File: config.mk
export PLATFORM = sky130hd
export DESIGN_NAME = iso8601_datetime_parser_core
export DESIGN_NICKNAME = d
export VERILOG_FILES = /design/src/sv/idp_pkg.sv /design/src/sv/idp_front.sv /design/src/sv/idp_scan.sv /design/src/sv/iso8601_datetime_parser_core.sv
export SDC_FILE = /design/constraint.sdc
export NUM_CORES = 2
export LEC_CHECK = 0
export ABC_CLOCK_PERIOD_IN_PS = 7070
export BUFFER_PORTS_ARGS = -buffer_cell sky130_fd_sc_hd__buf_4
export CAP_MARGIN = 10
export CORE_ASPECT_RATIO = 1.75
export CORE_MARGIN = 1.5
export CORE_UTILIZATION = 40
export DETAILED_ROUTE_END_ITERATION = 8
export PLACE_DENSITY = 0.65
export SLEW_MARGIN = 20
export SYNTH_ARGS = -nofsm -noshare
export SYNTH_HDL_FRONTEND = slang
export SYNTH_SLANG_ARGS = --single-unit
File: constraint.sdc
create_clock -name clk_i -period 7.07 [get_ports clk_i]
set_clock_uncertainty 0.05 [all_clocks]
set_input_delay 1.414 -clock clk_i [delete_from_list [all_inputs] [get_ports clk_i]]
set_output_delay 1.414 -clock clk_i [all_outputs]
set_load 0.03 [all_outputs]
File: src/sv/idp_pkg.sv
`timescale 1ns / 1ps
// idp_pkg: constants, types and helpers shared by the date-time parser.
// No dependencies.
package idp_pkg;

  localparam int MAX_CHARS = 64;
  localparam int CNT_W     = $clog2(MAX_CHARS + 1);
  localparam int ADDR_W    = $clog2(MAX_CHARS);

  // result status codes
  localparam logic [3:0] ST_OK     = 4'd0;
  localparam logic [3:0] ST_SYNTAX = 4'd1;
  localparam logic [3:0] ST_MONTH  = 4'd2;
  localparam logic [3:0] ST_DAY    = 4'd3;
  localparam logic [3:0] ST_HOUR   = 4'd4;
  localparam logic [3:0] ST_MINUTE = 4'd5;
  localparam logic [3:0] ST_SECOND = 4'd6;
  localparam logic [3:0] ST_ZHOUR  = 4'd7;
  localparam logic [3:0] ST_ZMIN   = 4'd8;

  // finest unit codes
  localparam logic [3:0] U_YEAR   = 4'd0;
  localparam logic [3:0] U_MONTH  = 4'd1;
  localparam logic [3:0] U_DAY    = 4'd3;
  localparam logic [3:0] U_HOUR   = 4'd4;
  localparam logic [3:0] U_MINUTE = 4'd5;
  localparam logic [3:0] U_SECOND = 4'd6;

  localparam logic [7:0] CH_MINUS = 8'h2D;
  localparam logic [7:0] CH_PLUS  = 8'h2B;
  localparam logic [7:0] CH_DOT   = 8'h2E;
  localparam logic [7:0] CH_SLASH = 8'h2F;
  localparam logic [7:0] CH_BSL   = 8'h5C;
  localparam logic [7:0] CH_SPACE = 8'h20;
  localparam logic [7:0] CH_COLON = 8'h3A;
  localparam logic [7:0] CH_T     = 8'h54;
  localparam logic [7:0] CH_Z     = 8'h5A;

  // handoff from loader to scanner
  typedef struct packed {
    logic             valid;
    logic [CNT_W-1:0] len;
    logic             ovf;
  } idp_job_t;

  function automatic logic is_dig(input logic [7:0] c);
    return (c >= 8'h30) && (c <= 8'h39);
  endfunction

  function automatic logic is_spc(input logic [7:0] c);
    return (c == CH_SPACE) || ((c >= 8'd9) && (c <= 8'd13));
  endfunction

  function automatic logic [4:0] month_days(input logic [6:0] m, input logic leap);
    logic [4:0] r;
    case (m)
      7'd2:                      r = leap ? 5'd29 : 5'd28;
      7'd4, 7'd6, 7'd9, 7'd11:   r = 5'd30;
      default:                   r = 5'd31;
    endcase
    return r;
  endfunction

endpackage

File: src/sv/idp_front.sv
`timescale 1ns / 1ps
// idp_front: character loader, string buffer and job handoff.
// Depends on idp_pkg.
module idp_front import idp_pkg::*; (
  input  logic              clk_i,
  input  logic              rst_ni,
  input  logic              push,
  output logic              full,
  input  logic [7:0]        char_byte_i,
  input  logic              last_char_i,
  output idp_job_t          job_o,
  input  logic              release_i,
  input  logic [ADDR_W-1:0] rd_addr_i,
  output logic [7:0]        rd_data_o
);

  logic [7:0]       mem [MAX_CHARS];
  logic [7:0]       rd_data_q;
  logic [CNT_W-1:0] count_q, count_d;
  logic             ovf_q, ovf_d;
  idp_job_t         job_q, job_d;
  logic             acc, room;

  assign full      = job_q.valid;
  assign acc       = push && !job_q.valid;
  assign room      = count_q < CNT_W'(MAX_CHARS);
  assign job_o     = job_q;
  assign rd_data_o = rd_data_q;

  always_comb begin
    count_d = count_q;
    ovf_d   = ovf_q;
    job_d   = job_q;
    if (release_i) begin
      job_d.valid = 1'b0;
    end
    if (acc) begin
      if (room) begin
        count_d = count_q + CNT_W'(1);
      end else begin
        ovf_d = 1'b1;
      end
      if (last_char_i) begin
        job_d.valid = 1'b1;
        job_d.len   = count_d;
        job_d.ovf   = ovf_d;
        count_d     = '0;
        ovf_d       = 1'b0;
      end
    end
  end

  always_ff @(posedge clk_i or negedge rst_ni) begin
    if (!rst_ni) begin
      count_q <= '0;
      ovf_q   <= 1'b0;
      job_q   <= '0;
    end else begin
      count_q <= count_d;
      ovf_q   <= ovf_d;
      job_q   <= job_d;
    end
  end

  always_ff @(posedge clk_i) begin
    if (acc && room) begin
      mem[count_q[ADDR_W-1:0]] <= char_byte_i;
    end
    rd_data_q <= mem[rd_addr_i];
  end

endmodule

File: src/sv/idp_scan.sv
`timescale 1ns / 1ps
// idp_scan: walks the stored string, checks fields, holds the result register.
// Depends on idp_pkg.
module idp_scan import idp_pkg::*; (
  input  logic              clk_i,
  input  logic              rst_ni,
  input  idp_job_t          job_i,
  output logic              release_o,
  output logic [ADDR_W-1:0] rd_addr_o,
  input  logic [7:0]        rd_data_i,
  output logic              empty,
  input  logic              pop,
  output logic [3:0]        status_o,
  output logic [6:0]        error_position_o,
  output logic [14:0]       year_o,
  output logic [3:0]        month_o,
  output logic [4:0]        day_o,
  output logic [4:0]        hour_o,
  output logic [5:0]        minute_o,
  output logic [5:0]        second_o,
  output logic [59:0]       fraction_atto_o,
  output logic [3:0]        best_unit_o,
  output logic              tz_present_o,
  output logic [11:0]       tz_offset_minutes_o
);

  localparam logic [5:0] S_IDLE = 6'd0,  S_LWS = 6'd1,   S_SIGN = 6'd2,  S_CHK0 = 6'd3;
  localparam logic [5:0] S_YEAR = 6'd4,  S_YDONE = 6'd5, S_MSEP = 6'd6,  S_MSEP2 = 6'd7;
  localparam logic [5:0] S_M1 = 6'd8,    S_M2 = 6'd9,    S_MCHK = 6'd10, S_D0 = 6'd11;
  localparam logic [5:0] S_D2 = 6'd12,   S_DCHK = 6'd13, S_H0 = 6'd14,   S_H2 = 6'd15;
  localparam logic [5:0] S_HCHK = 6'd16, S_COLM = 6'd17, S_MI0 = 6'd18,  S_MI2 = 6'd19;
  localparam logic [5:0] S_MICHK = 6'd20, S_COLS = 6'd21, S_S0 = 6'd22,  S_S2 = 6'd23;
  localparam logic [5:0] S_SCHK = 6'd24, S_FR = 6'd25,   S_FPAD = 6'd26, S_ZWS = 6'd27;
  localparam logic [5:0] S_ZH0 = 6'd28,  S_ZH2 = 6'd29,  S_ZCOL = 6'd30, S_ZM0 = 6'd31;
  localparam logic [5:0] S_ZM2 = 6'd32,  S_ZFIN = 6'd33, S_TWS = 6'd34,  S_FIN = 6'd35;

  logic [5:0]       st_q, st_d;
  logic [CNT_W-1:0] sp_q, sp_d, len_q, len_d, ys_q, ys_d;
  logic             fetch_q, fetch_d;
  logic             neg_q, neg_d, sep_on_q, sep_on_d, h2_q, h2_d, hms_q, hms_d;
  logic             tzn_q, tzn_d, tzp_q, tzp_d;
  logic [1:0]       ycnt_q, ycnt_d;
  logic [6:0]       yhi_q, yhi_d, ylo_q, ylo_d;
  logic [7:0]       sep_q, sep_d;
  logic [6:0]       mon_q, mon_d, day_q, day_d, hr_q, hr_d, mi_q, mi_d, se_q, se_d;
  logic [6:0]       zh_q, zh_d, zm_q, zm_d;
  logic [59:0]      frac_q, frac_d;
  logic [4:0]       nd_q, nd_d;
  logic [3:0]       unit_q, unit_d, code_q, code_d;
  logic [6:0]       epos_q, epos_d;
  logic [11:0]      tzoff_q, tzoff_d;

  logic             ov_q, ov_d;
  logic [3:0]       o_status_q;
  logic [6:0]       o_epos_q;
  logic [14:0]      o_year_q;
  logic [3:0]       o_mon_q;
  logic [4:0]       o_day_q, o_hr_q;
  logic [5:0]       o_mi_q, o_se_q;
  logic [59:0]      o_frac_q;
  logic [3:0]       o_unit_q;
  logic             o_tzp_q;
  logic [11:0]      o_tzoff_q;

  logic [7:0]       c;
  logic [3:0]       d;
  logic             at_end, left1, dg, sp_c, leap, wr;
  logic [13:0]      yval;
  logic [10:0]      offv;

  function automatic logic [6:0] two(input logic [6:0] v, input logic [3:0] dd);
    return 7'((v << 3) + (v << 1)) + 7'(dd);
  endfunction

  assign at_end    = sp_q >= len_q;
  assign left1     = len_q == (sp_q + CNT_W'(1));
  assign c         = at_end ? 8'h00 : rd_data_i;
  assign d         = c[3:0];
  assign dg        = is_dig(c);
  assign sp_c      = is_spc(c);
  assign rd_addr_o = sp_q[ADDR_W-1:0];
  assign leap      = (ylo_q[1:0] == 2'b00) && ((ylo_q != 7'd0) || (yhi_q[1:0] == 2'b00));
  assign yval      = 14'(yhi_q * 7'd100) + 14'(ylo_q);
  assign offv      = 11'(zh_q * 6'd60) + 11'(zm_q);
  assign wr        = (st_q == S_FIN) && (!ov_q || pop);
  assign release_o = wr;

  always_comb begin
    st_d = st_q;     sp_d = sp_q;     len_d = len_q;   ys_d = ys_q;
    fetch_d = 1'b0;  neg_d = neg_q;   sep_on_d = sep_on_q; h2_d = h2_q;
    hms_d = hms_q;   tzn_d = tzn_q;   tzp_d = tzp_q;   ycnt_d = ycnt_q;
    yhi_d = yhi_q;   ylo_d = ylo_q;   sep_d = sep_q;   mon_d = mon_q;
    day_d = day_q;   hr_d = hr_q;     mi_d = mi_q;     se_d = se_q;
    zh_d = zh_q;     zm_d = zm_q;     frac_d = frac_q; nd_d = nd_q;
    unit_d = unit_q; code_d = code_q; epos_d = epos_q; tzoff_d = tzoff_q;

    if (st_q == S_IDLE) begin
      if (job_i.valid) begin
        sp_d = '0; len_d = job_i.len; fetch_d = 1'b1;
        neg_d = 1'b0; sep_on_d = 1'b0; h2_d = 1'b0; hms_d = 1'b0;
        tzn_d = 1'b0; tzp_d = 1'b0; yhi_d = '0; ylo_d = '0;
        mon_d = 7'd1; day_d = 7'd1; hr_d = '0; mi_d = '0; se_d = '0;
        zh_d = '0; zm_d = '0; frac_d = '0; nd_d = '0; tzoff_d = '0;
        code_d = ST_OK; epos_d = '0; unit_d = U_YEAR;
        if (job_i.ovf) begin
          code_d = ST_SYNTAX; epos_d = 7'(MAX_CHARS); st_d = S_FIN;
        end else begin
          st_d = S_LWS;
        end
      end
    end else if (st_q == S_FIN) begin
      if (wr) st_d = S_IDLE;
    end else if (!fetch_q) begin
      case (st_q)
        S_LWS: begin
          if (!at_end && sp_c) begin sp_d = sp_q + CNT_W'(1); fetch_d = 1'b1; end
          else st_d = S_SIGN;
        end
        S_SIGN: begin
          st_d = S_CHK0;
          if (c == CH_MINUS) begin neg_d = 1'b1; sp_d = sp_q + CNT_W'(1); fetch_d = 1'b1; end
        end
        S_CHK0: begin
          if (at_end) begin code_d = ST_SYNTAX; st_d = S_FIN; end
          else begin ys_d = sp_q; ycnt_d = '0; st_d = S_YEAR; end
        end
        S_YEAR: begin
          if (!at_end && dg) begin
            case (ycnt_q)
              2'd0:    yhi_d = 7'(d);
              2'd1:    yhi_d = two(yhi_q, d);
              2'd2:    ylo_d = 7'(d);
              default: ylo_d = two(ylo_q, d);
            endcase
            ycnt_d = ycnt_q + 2'd1;
            sp_d = sp_q + CNT_W'(1); fetch_d = 1'b1;
            if (ycnt_q == 2'd3) st_d = S_YDONE;
          end else begin
            yhi_d = '0; ylo_d = '0; sp_d = ys_q; fetch_d = 1'b1; st_d = S_YDONE;
          end
        end
        S_YDONE: begin
          if (at_end) begin unit_d = U_YEAR; st_d = S_FIN; end
          else st_d = S_MSEP;
        end
        S_MSEP: begin
          if (dg) st_d = S_M1;
          else if (c == CH_MINUS || c == CH_DOT || c == CH_SLASH || c == CH_BSL ||
                   c == CH_SPACE) begin
            sep_on_d = 1'b1; sep_d = c; sp_d = sp_q + CNT_W'(1); fetch_d = 1'b1;
            st_d = S_MSEP2;
          end else begin code_d = ST_SYNTAX; st_d = S_FIN; end
        end
        S_MSEP2: begin
          if (at_end || !dg) begin code_d = ST_SYNTAX; st_d = S_FIN; end
          else st_d = S_M1;
        end
        S_M1: begin
          mon_d = 7'(d); sp_d = sp_q + CNT_W'(1); fetch_d = 1'b1; st_d = S_M2;
        end
        S_M2: begin
          if (dg) begin
            mon_d = two(mon_q, d); sp_d = sp_q + CNT_W'(1); fetch_d = 1'b1; st_d = S_MCHK;
          end else if (!sep_on_q) begin code_d = ST_SYNTAX; st_d = S_FIN; end
          else st_d = S_MCHK;
        end
        S_MCHK: begin
          if (mon_q < 7'd1 || mon_q > 7'd12) begin code_d = ST_MONTH; st_d = S_FIN; end
          else if (at_end) begin
            if (!sep_on_q) code_d = ST_SYNTAX;
            else unit_d = U_MONTH;
            st_d = S_FIN;
          end else if (sep_on_q) begin
            if (c != sep_q || left1) begin code_d = ST_SYNTAX; st_d = S_FIN; end
            else begin sp_d = sp_q + CNT_W'(1); fetch_d = 1'b1; st_d = S_D0; end
          end else st_d = S_D0;
        end
        S_D0: begin
          if (!dg) begin code_d = ST_SYNTAX; st_d = S_FIN; end
          else begin day_d = 7'(d); sp_d = sp_q + CNT_W'(1); fetch_d = 1'b1; st_d = S_D2; end
        end
        S_D2: begin
          if (dg) begin
            day_d = two(day_q, d); sp_d = sp_q + CNT_W'(1); fetch_d = 1'b1; st_d = S_DCHK;
          end else if (!sep_on_q) begin code_d = ST_SYNTAX; st_d = S_FIN; end
          else st_d = S_DCHK;
        end
        S_DCHK: begin
          if (day_q < 7'd1 || day_q > 7'(month_days(mon_q, leap))) begin
            code_d = ST_DAY; st_d = S_FIN;
          end else if (at_end) begin unit_d = U_DAY; st_d = S_FIN; end
          else if ((c != CH_T && c != CH_SPACE) || left1) begin
            code_d = ST_SYNTAX; st_d = S_FIN;
          end else begin sp_d = sp_q + CNT_W'(1); fetch_d = 1'b1; st_d = S_H0; end
        end
        S_H0: begin
          if (!dg) begin code_d = ST_SYNTAX; st_d = S_FIN; end
          else begin hr_d = 7'(d); sp_d = sp_q + CNT_W'(1); fetch_d = 1'b1; st_d = S_H2; end
        end
        S_H2: begin
          st_d = S_HCHK;
          if (dg) begin
            h2_d = 1'b1; hr_d = two(hr_q, d); sp_d = sp_q + CNT_W'(1); fetch_d = 1'b1;
          end
        end
        S_HCHK: begin
          if (hr_q >= 7'd24) begin code_d = ST_HOUR; st_d = S_FIN; end
          else if (at_end) begin
            if (!h2_q) code_d = ST_SYNTAX;
            else unit_d = U_HOUR;
            st_d = S_FIN;
          end else if (c == CH_COLON) begin
            hms_d = 1'b1; sp_d = sp_q + CNT_W'(1); fetch_d = 1'b1; st_d = S_COLM;
          end else if (!dg) begin
            if (!h2_q) begin code_d = ST_SYNTAX; st_d = S_FIN; end
            else begin unit_d = U_HOUR; st_d = S_ZWS; end
          end else st_d = S_MI0;
        end
        S_COLM: begin
          if (at_end || !dg) begin code_d = ST_SYNTAX; st_d = S_FIN; end
          else st_d = S_MI0;
        end
        S_MI0: begin
          mi_d = 7'(d); sp_d = sp_q + CNT_W'(1); fetch_d = 1'b1; st_d = S_MI2;
        end
        S_MI2: begin
          if (dg) begin
            mi_d = two(mi_q, d); sp_d = sp_q + CNT_W'(1); fetch_d = 1'b1; st_d = S_MICHK;
          end else if (!hms_q) begin code_d = ST_SYNTAX; st_d = S_FIN; end
          else st_d = S_MICHK;
        end
        S_MICHK: begin
          if (mi_q >= 7'd60) begin code_d = ST_MINUTE; st_d = S_FIN; end
          else if (at_end) begin unit_d = U_MINUTE; st_d = S_FIN; end
          else if (hms_q && c == CH_COLON) begin
            sp_d = sp_q + CNT_W'(1); fetch_d = 1'b1; st_d = S_COLS;
          end else if (!(!hms_q && dg)) begin unit_d = U_MINUTE; st_d = S_ZWS; end
          else st_d = S_S0;
        end
        S_COLS: begin
          if (at_end || !dg) begin code_d = ST_SYNTAX; st_d = S_FIN; end
          else st_d = S_S0;
        end
        S_S0: begin
          se_d = 7'(d); sp_d = sp_q + CNT_W'(1); fetch_d = 1'b1; st_d = S_S2;
        end
        S_S2: begin
          if (dg) begin
            se_d = two(se_q, d); sp_d = sp_q + CNT_W'(1); fetch_d = 1'b1; st_d = S_SCHK;
          end else if (!hms_q) begin code_d = ST_SYNTAX; st_d = S_FIN; end
          else st_d = S_SCHK;
        end
        S_SCHK: begin
          if (se_q >= 7'd60) begin code_d = ST_SECOND; st_d = S_FIN; end
          else if (at_end || c != CH_DOT) begin unit_d = U_SECOND; st_d = S_ZWS; end
          else begin sp_d = sp_q + CNT_W'(1); fetch_d = 1'b1; st_d = S_FR; end
        end
        S_FR: begin
          if (nd_q < 5'd18 && !at_end && dg) begin
            frac_d = 60'((frac_q << 3) + (frac_q << 1)) + 60'(d);
            nd_d = nd_q + 5'd1; sp_d = sp_q + CNT_W'(1); fetch_d = 1'b1;
          end else begin
            // unit follows the digit count in steps of three
            if (nd_q <= 5'd3)       unit_d = 4'd7;
            else if (nd_q <= 5'd6)  unit_d = 4'd8;
            else if (nd_q <= 5'd9)  unit_d = 4'd9;
            else if (nd_q <= 5'd12) unit_d = 4'd10;
            else if (nd_q <= 5'd15) unit_d = 4'd11;
            else                    unit_d = 4'd12;
            st_d = S_FPAD;
          end
        end
        S_FPAD: begin
          if (nd_q < 5'd18) begin
            frac_d = 60'((frac_q << 3) + (frac_q << 1)); nd_d = nd_q + 5'd1;
          end else st_d = S_ZWS;
        end
        S_ZWS: begin
          if (!at_end && sp_c) begin sp_d = sp_q + CNT_W'(1); fetch_d = 1'b1; end
          else if (at_end) st_d = S_FIN;
          else if (c == CH_Z) begin
            tzp_d = 1'b1; sp_d = sp_q + CNT_W'(1); fetch_d = 1'b1; st_d = S_TWS;
          end else if (c == CH_MINUS || c == CH_PLUS) begin
            tzn_d = (c == CH_MINUS); sp_d = sp_q + CNT_W'(1); fetch_d = 1'b1; st_d = S_ZH0;
          end else st_d = S_TWS;
        end
        S_ZH0: begin
          if (at_end || !dg) begin code_d = ST_SYNTAX; st_d = S_FIN; end
          else begin zh_d = 7'(d); sp_d = sp_q + CNT_W'(1); fetch_d = 1'b1; st_d = S_ZH2; end
        end
        S_ZH2: begin
          if (dg) begin
            zh_d = two(zh_q, d);
            if (zh_d >= 7'd24) begin code_d = ST_ZHOUR; st_d = S_FIN; end
            else begin sp_d = sp_q + CNT_W'(1); fetch_d = 1'b1; st_d = S_ZCOL; end
          end else st_d = S_ZCOL;
        end
        S_ZCOL: begin
          if (at_end) st_d = S_ZFIN;
          else begin
            st_d = S_ZM0;
            if (c == CH_COLON) begin sp_d = sp_q + CNT_W'(1); fetch_d = 1'b1; end
          end
        end
        S_ZM0: begin
          if (at_end || !dg) begin code_d = ST_SYNTAX; st_d = S_FIN; end
          else begin zm_d = 7'(d); sp_d = sp_q + CNT_W'(1); fetch_d = 1'b1; st_d = S_ZM2; end
        end
        S_ZM2: begin
          if (dg) begin
            zm_d = two(zm_q, d);
            if (zm_d >= 7'd60) begin code_d = ST_ZMIN; st_d = S_FIN; end
            else begin sp_d = sp_q + CNT_W'(1); fetch_d = 1'b1; st_d = S_ZFIN; end
          end else st_d = S_ZFIN;
        end
        S_ZFIN: begin
          tzp_d = 1'b1;
          tzoff_d = tzn_q ? -12'(offv) : 12'(offv);
          st_d = S_TWS;
        end
        S_TWS: begin
          if (!at_end && sp_c) begin sp_d = sp_q + CNT_W'(1); fetch_d = 1'b1; end
          else begin
            if (!at_end) code_d = ST_SYNTAX;
            st_d = S_FIN;
          end
        end
        default: st_d = S_IDLE;
      endcase
      if (st_d == S_FIN && code_d == ST_SYNTAX && st_q != S_IDLE) begin
        epos_d = 7'(sp_q);
      end
    end
  end

  always_ff @(posedge clk_i or negedge rst_ni) begin
    if (!rst_ni) begin
      st_q    <= S_IDLE;
      fetch_q <= 1'b0;
      ov_q    <= 1'b0;
    end else begin
      st_q    <= st_d;
      fetch_q <= fetch_d;
      ov_q    <= wr ? 1'b1 : (pop ? 1'b0 : ov_q);
    end
  end

  always_ff @(posedge clk_i) begin
    sp_q <= sp_d;   len_q <= len_d;   ys_q <= ys_d;   neg_q <= neg_d;
    sep_on_q <= sep_on_d; h2_q <= h2_d; hms_q <= hms_d; tzn_q <= tzn_d;
    tzp_q <= tzp_d; ycnt_q <= ycnt_d; yhi_q <= yhi_d; ylo_q <= ylo_d;
    sep_q <= sep_d; mon_q <= mon_d;   day_q <= day_d; hr_q <= hr_d;
    mi_q <= mi_d;   se_q <= se_d;     zh_q <= zh_d;   zm_q <= zm_d;
    frac_q <= frac_d; nd_q <= nd_d;   unit_q <= unit_d; code_q <= code_d;
    epos_q <= epos_d; tzoff_q <= tzoff_d;
    if (wr) begin
      o_status_q <= code_q;
      o_epos_q   <= (code_q == ST_SYNTAX) ? epos_q : 7'd0;
      if (code_q == ST_OK) begin
        o_year_q  <= neg_q ? -15'(yval) : 15'(yval);
        o_mon_q   <= 4'(mon_q);
        o_day_q   <= 5'(day_q);
        o_hr_q    <= 5'(hr_q);
        o_mi_q    <= 6'(mi_q);
        o_se_q    <= 6'(se_q);
        o_frac_q  <= frac_q;
        o_unit_q  <= unit_q;
        o_tzp_q   <= tzp_q;
        o_tzoff_q <= tzoff_q;
      end else begin
        o_year_q <= '0; o_mon_q <= '0; o_day_q <= '0; o_hr_q <= '0; o_mi_q <= '0;
        o_se_q <= '0; o_frac_q <= '0; o_unit_q <= '0; o_tzp_q <= 1'b0; o_tzoff_q <= '0;
      end
    end
  end

  assign empty               = !ov_q;
  assign status_o            = o_status_q;
  assign error_position_o    = o_epos_q;
  assign year_o              = o_year_q;
  assign month_o             = o_mon_q;
  assign day_o               = o_day_q;
  assign hour_o              = o_hr_q;
  assign minute_o            = o_mi_q;
  assign second_o            = o_se_q;
  assign fraction_atto_o     = o_frac_q;
  assign best_unit_o         = o_unit_q;
  assign tz_present_o        = o_tzp_q;
  assign tz_offset_minutes_o = o_tzoff_q;

endmodule

File: src/sv/iso8601_datetime_parser_core.sv
`timescale 1ns / 1ps
// iso8601_datetime_parser_core: top level of the ISO 8601 date-time parser.
// Depends on idp_pkg, idp_front, idp_scan.
//
// Input channel: one character per transfer (push/full). last_char_i marks
// the final character; it closes the string and starts the scan.
// Result channel: one result per string (empty/pop); the oldest result sits
// on the result ports while empty is low.
// Loading costs one cycle per character while full is low. The scan walks
// the stored string through the buffer's single registered read port: for
// each character it presents the address, then decides; each field gets a
// check step, and the fraction is padded to 18 digits at the end.
// full stays high from the last character until the scan releases the
// buffer, so strings are parsed one at a time.
// Strings longer than 64 characters drop the excess and report a syntax
// error at position 64.
// Reset clears the loader count, the job handoff, the scanner state and the
// result-valid flag; the buffer and the result data are not cleared.
// If the receiver stalls, the result is held and a finished scan waits for
// the result slot, holding full high meanwhile.
module iso8601_datetime_parser_core import idp_pkg::*; (
  input  logic        clk_i,
  input  logic        rst_ni,
  input  logic        push,
  output logic        full,
  input  logic [7:0]  char_byte_i,
  input  logic        last_char_i,
  output logic        empty,
  input  logic        pop,
  output logic [3:0]  status_o,
  output logic [6:0]  error_position_o,
  output logic [14:0] year_o,
  output logic [3:0]  month_o,
  output logic [4:0]  day_o,
  output logic [4:0]  hour_o,
  output logic [5:0]  minute_o,
  output logic [5:0]  second_o,
  output logic [59:0] fraction_atto_o,
  output logic [3:0]  best_unit_o,
  output logic        tz_present_o,
  output logic [11:0] tz_offset_minutes_o
);

  idp_job_t          job;
  logic              rel;
  logic [ADDR_W-1:0] rd_addr;
  logic [7:0]        rd_data;

  // front: buffer loader
  idp_front u_front (
    .clk_i, .rst_ni, .push, .full, .char_byte_i, .last_char_i,
    .job_o(job), .release_i(rel), .rd_addr_i(rd_addr), .rd_data_o(rd_data)
  );

  // back: scanner and result register
  idp_scan u_scan (
    .clk_i, .rst_ni, .job_i(job), .release_o(rel), .rd_addr_o(rd_addr),
    .rd_data_i(rd_data), .empty, .pop, .status_o, .error_position_o, .year_o,
    .month_o, .day_o, .hour_o, .minute_o, .second_o, .fraction_atto_o,
    .best_unit_o, .tz_present_o, .tz_offset_minutes_o
  );

endmodule

==> results by group <==
Floorplanning
  • Core ar.: 113000 sq um
  • IO Count: 144
  • FP Rows: ~160
  • Die width: about 260 um
  • Initial core utilization: 40.4%
  • Die area: 116000 sq um
  • Die span in y: roughly 450 um

Synth
  • Top_reg_cell synth: edfxtp_1
  • Netlist cell types: 90
  • #FFs+latches synth: 866
  • Ys Warns: 0
  • Dominant cell type by area after synthesis: edfxtp_1
  • Top post-synthesis cells by area: edfxtp_1 (55%), ha_1 (5.7%), mux4_2 (3.6%)
  • Avg Synthesized Cell Area: 12.1 sq um
  • Post-synth net total: 4015
  • Synth Instances: 3770
  • Post-synthesis sequential area ratio: 56.6%
  • Post-synth EDFFs: 833
  • Most common cell in the netlist: edfxtp_1
  • Post-Syn Area: 45600 sq um
  • Post-synth top area share: between 50% and 60%
  • Post-synth top cells: edfxtp_1 (833), nor2_1 (416), nand2_1 (256)
  • Async S/R FF share, synth: 2.89%

Setup path
  • Reg2reg setup slack: 700 ps
  • Crit end category: flip-flop
  • Critical path type: flip-flop to flip-flop
  • Worst Path Arrival: roughly 6700 ps
  • Reg2reg start: u_scan.sp_q[6]
  • Worst path required time: approximately 7400 ps
  • FF-to-FF path depth: 17
  • Critical path's slowest cell: a221oi_1
  • Critical-path cell list: ha_1, and3_1, a221oi_1, o211ai_1, buf_4, xnor2_1, ha_1, fa_1, a21o_1, a21oi_1, xnor2_1, nand3_1, and3_1, or3_1, o31ai_1, or4b_2, o31ai_2
  • Max incr delay on CP: 640 ps
  • CP startpoint kind: flip-flop
  • Worst reg2reg path endpoint: u_scan.epos_q[1]
  • CP Max Fanout: 9

Global route
  • First-pass GRT wire length: slightly below 200000 um
  • Most used routing layer: met2
  • Antenna violations before repair: 2
  • Met2 GRT Util: 42.9%
  • Met3 usage in global routing: 3.34%
  • Pin count of the biggest net entering global routing: 114
  • Met1 Usage GRT: 22.6%
  • Vias in the first global route: 31619
  • GRT overflow: 0
  • Tot GR Track Use: 22.7%

STA
  • Slew Viols, Final: 0
  • Period minus WS final: 6370 ps
  • Setup TNS: 0 ps
  • Final setup viols: 0
  • Worst Tran Pin Value: 1060 ps
  • Peak Freq: between 150 and 200 MHz
  • Tcrit/Tclk final: around 90%
  • Rel. slew slack: approximately 29%
  • Final Hold Vio Count: 0
  • RSZ-0062 raised after global routing: false

Routing
  • Routed length per placed instance: 24.4 um
  • Vias: 31157
  • DR pass1 iterations: 6
  • Final WL: 132000 um
  • # DRC: 0
  • Post-route ant nets: 0
  • Drt via density: 5.74
  • Initial drt markers: between 2000 and 2500

Power
  • Cell Pwr Density: 502 nW/um^2
  • VDD IR max: between 0.2 and 0.3 mV
  • Leakage power: about 19 nW

Placed design
  • Routability cong.: just over 1
  • Post-DP HPWL: 95200 um
  • PortBufs: between 100 and 150
  • Number of placed instances, taps included: 5279

Clocking
  • CTS Hold Bufs: 0
  • Root buffer cell: clkbuf_16
  • CTS tree: done
  • H-tree Lvls: 3
  • Num CTS Buffers: 82
  • Post_cts resized: 0
  • Post CTS Setup Buffer Count: 0
  • CTS sink count: 866
  • Worst-path clk slew: about 60 ps
  • Clk Latency, worst-skew pair: around 700 ps
  • Maximum clock insertion buffer count: 3

Cells and area
  • Share of layout cells above drive strength 1: 11.3%
  • P&R area growth vs syn: 12.1%
  • Finished Layout Cells: around 5400
  • Nets: 4124

Hold path
  • Hold EP: u_scan.len_q[3]
  • Hold path cells: 0
  • Hold Path Class: flip-flop to flip-flop
  • Worst Hold Launch: u_front.job_o[4]

Run
  • Max Cap Viol: 0

Status
  • Status: completed
routing by layer:
layer,share of wire (%),wire (um)
met1,34,44800
met2,54,71800
met3,4.7,6220
met4,7.3,9710
met5,0,0
stage by stage:
stage	hold WS [ps]	cell area [sq um]	util (%)	worst slack [ps]	power, mW
after floorplan	375	45600	-	24.4	17.1
after CTS	401	51100	45.2	681	25.7
after detailed placement	386	48400	42.8	686	21.1
final	399	51100	45.3	699	25.6
after global routing	419	51100	45.3	242	27.2
after global placement	383	48400	42.8	771	21.0
how the worst max path moves through the flow:
stage	startpoint	slack, ps	cells after the start	end
after detailed placement	u_scan.sp_q[6]	690	17	u_scan.epos_q[2]
after global placement	u_scan.sp_q[6]	770	21	u_scan.epos_q[1]
after floorplan	u_scan.sp_q[0]	20	25	u_scan.epos_q[0]
final	u_scan.sp_q[6]	700	17	u_scan.epos_q[1]
after global routing	u_scan.sp_q[6]	240	21	u_scan.epos_q[6]
after CTS	u_scan.sp_q[6]	680	17	u_scan.epos_q[1]
layout make-up:
| cell class | count | area, sq um |
|---|---|---|
| Sequential cell | 866 | 25800 |
| Timing Repair Buffer | 204 | 1540 |
| Clock inverter | 49 | 579 |
| Fill cell | 10307 | 61900 |
| Antenna cell | 2 | 5.00 |
| Inverter | 90 | 343 |
| Tap cell | 1485 | 1860 |
| Multi-Input combinational cell | 2635 | 18900 |
| Clock buffer | 101 | 2140 |
state kept, by name, indices dropped and copies added, names as in the netlist, 8 cells and up:
register                    count
u_scan.tzoff_q                 12
u_scan.frac_q                  60
u_front.rd_data_o               8
u_scan.year_o                  15
u_front.mem                   512
u_scan.sep_q                    8
u_scan.tz_offset_minutes_o     12
u_scan.fraction_atto_o         60
u_front.job_o                   8
report_power, final:
part,total [mW],internal (mW),switching (mW)
sequential,7.50,6.85,0.652
combinational,13.7,5.11,8.55
clock,4.49,2.43,2.06
total,25.6,14.4,11.3
kinds of logic (layout without fill, tap and decap cells):
group	count (synthesis)	in the layout	share of synthesized area [%]
adder cells (fa/ha/maj)	234	234	6.84
multiplexers	211	211	6.61
other	0	2	0
AND/OR/NAND/NOR	1205	1205	12.9
flip-flops	866	866	56.6
AO/OA/AOI/OAI	776	776	10.9
buffers and inverters	269	444	2.23
XOR/XNOR	209	209	4.01
placed cells by master, fill, tap and decap left out, drive strengths merged, types with 34 or more instances in the layout:
cell type	n
a21o	72
a21oi	248
and2	143
and3	37
buf	204
clkbuf	101
clkinv	38
edfxtp	833
ha	206
inv	93
mux2i	138
mux4	72
nand2	256
nand3	72
nand4	34
nor2	416
nor3	62
o21ai	155
o221ai	37
o22ai	45
xnor2	129
xor2	80
critical path, delay by kind of cell, from the launching register on:
| family | cells | cell delay, ps |
|---|---|---|
| AO/OA/AOI/OAI | 6 | 2070 |
| flip-flops | 1 | 490 |
| XOR/XNOR | 2 | 310 |
| adder cells (fa/ha/maj) | 3 | 1160 |
| buffers and inverters | 1 | 300 |
| AND/OR/NAND/NOR | 5 | 1640 |
Note: power is estimated with default switching activity, not from simulation.
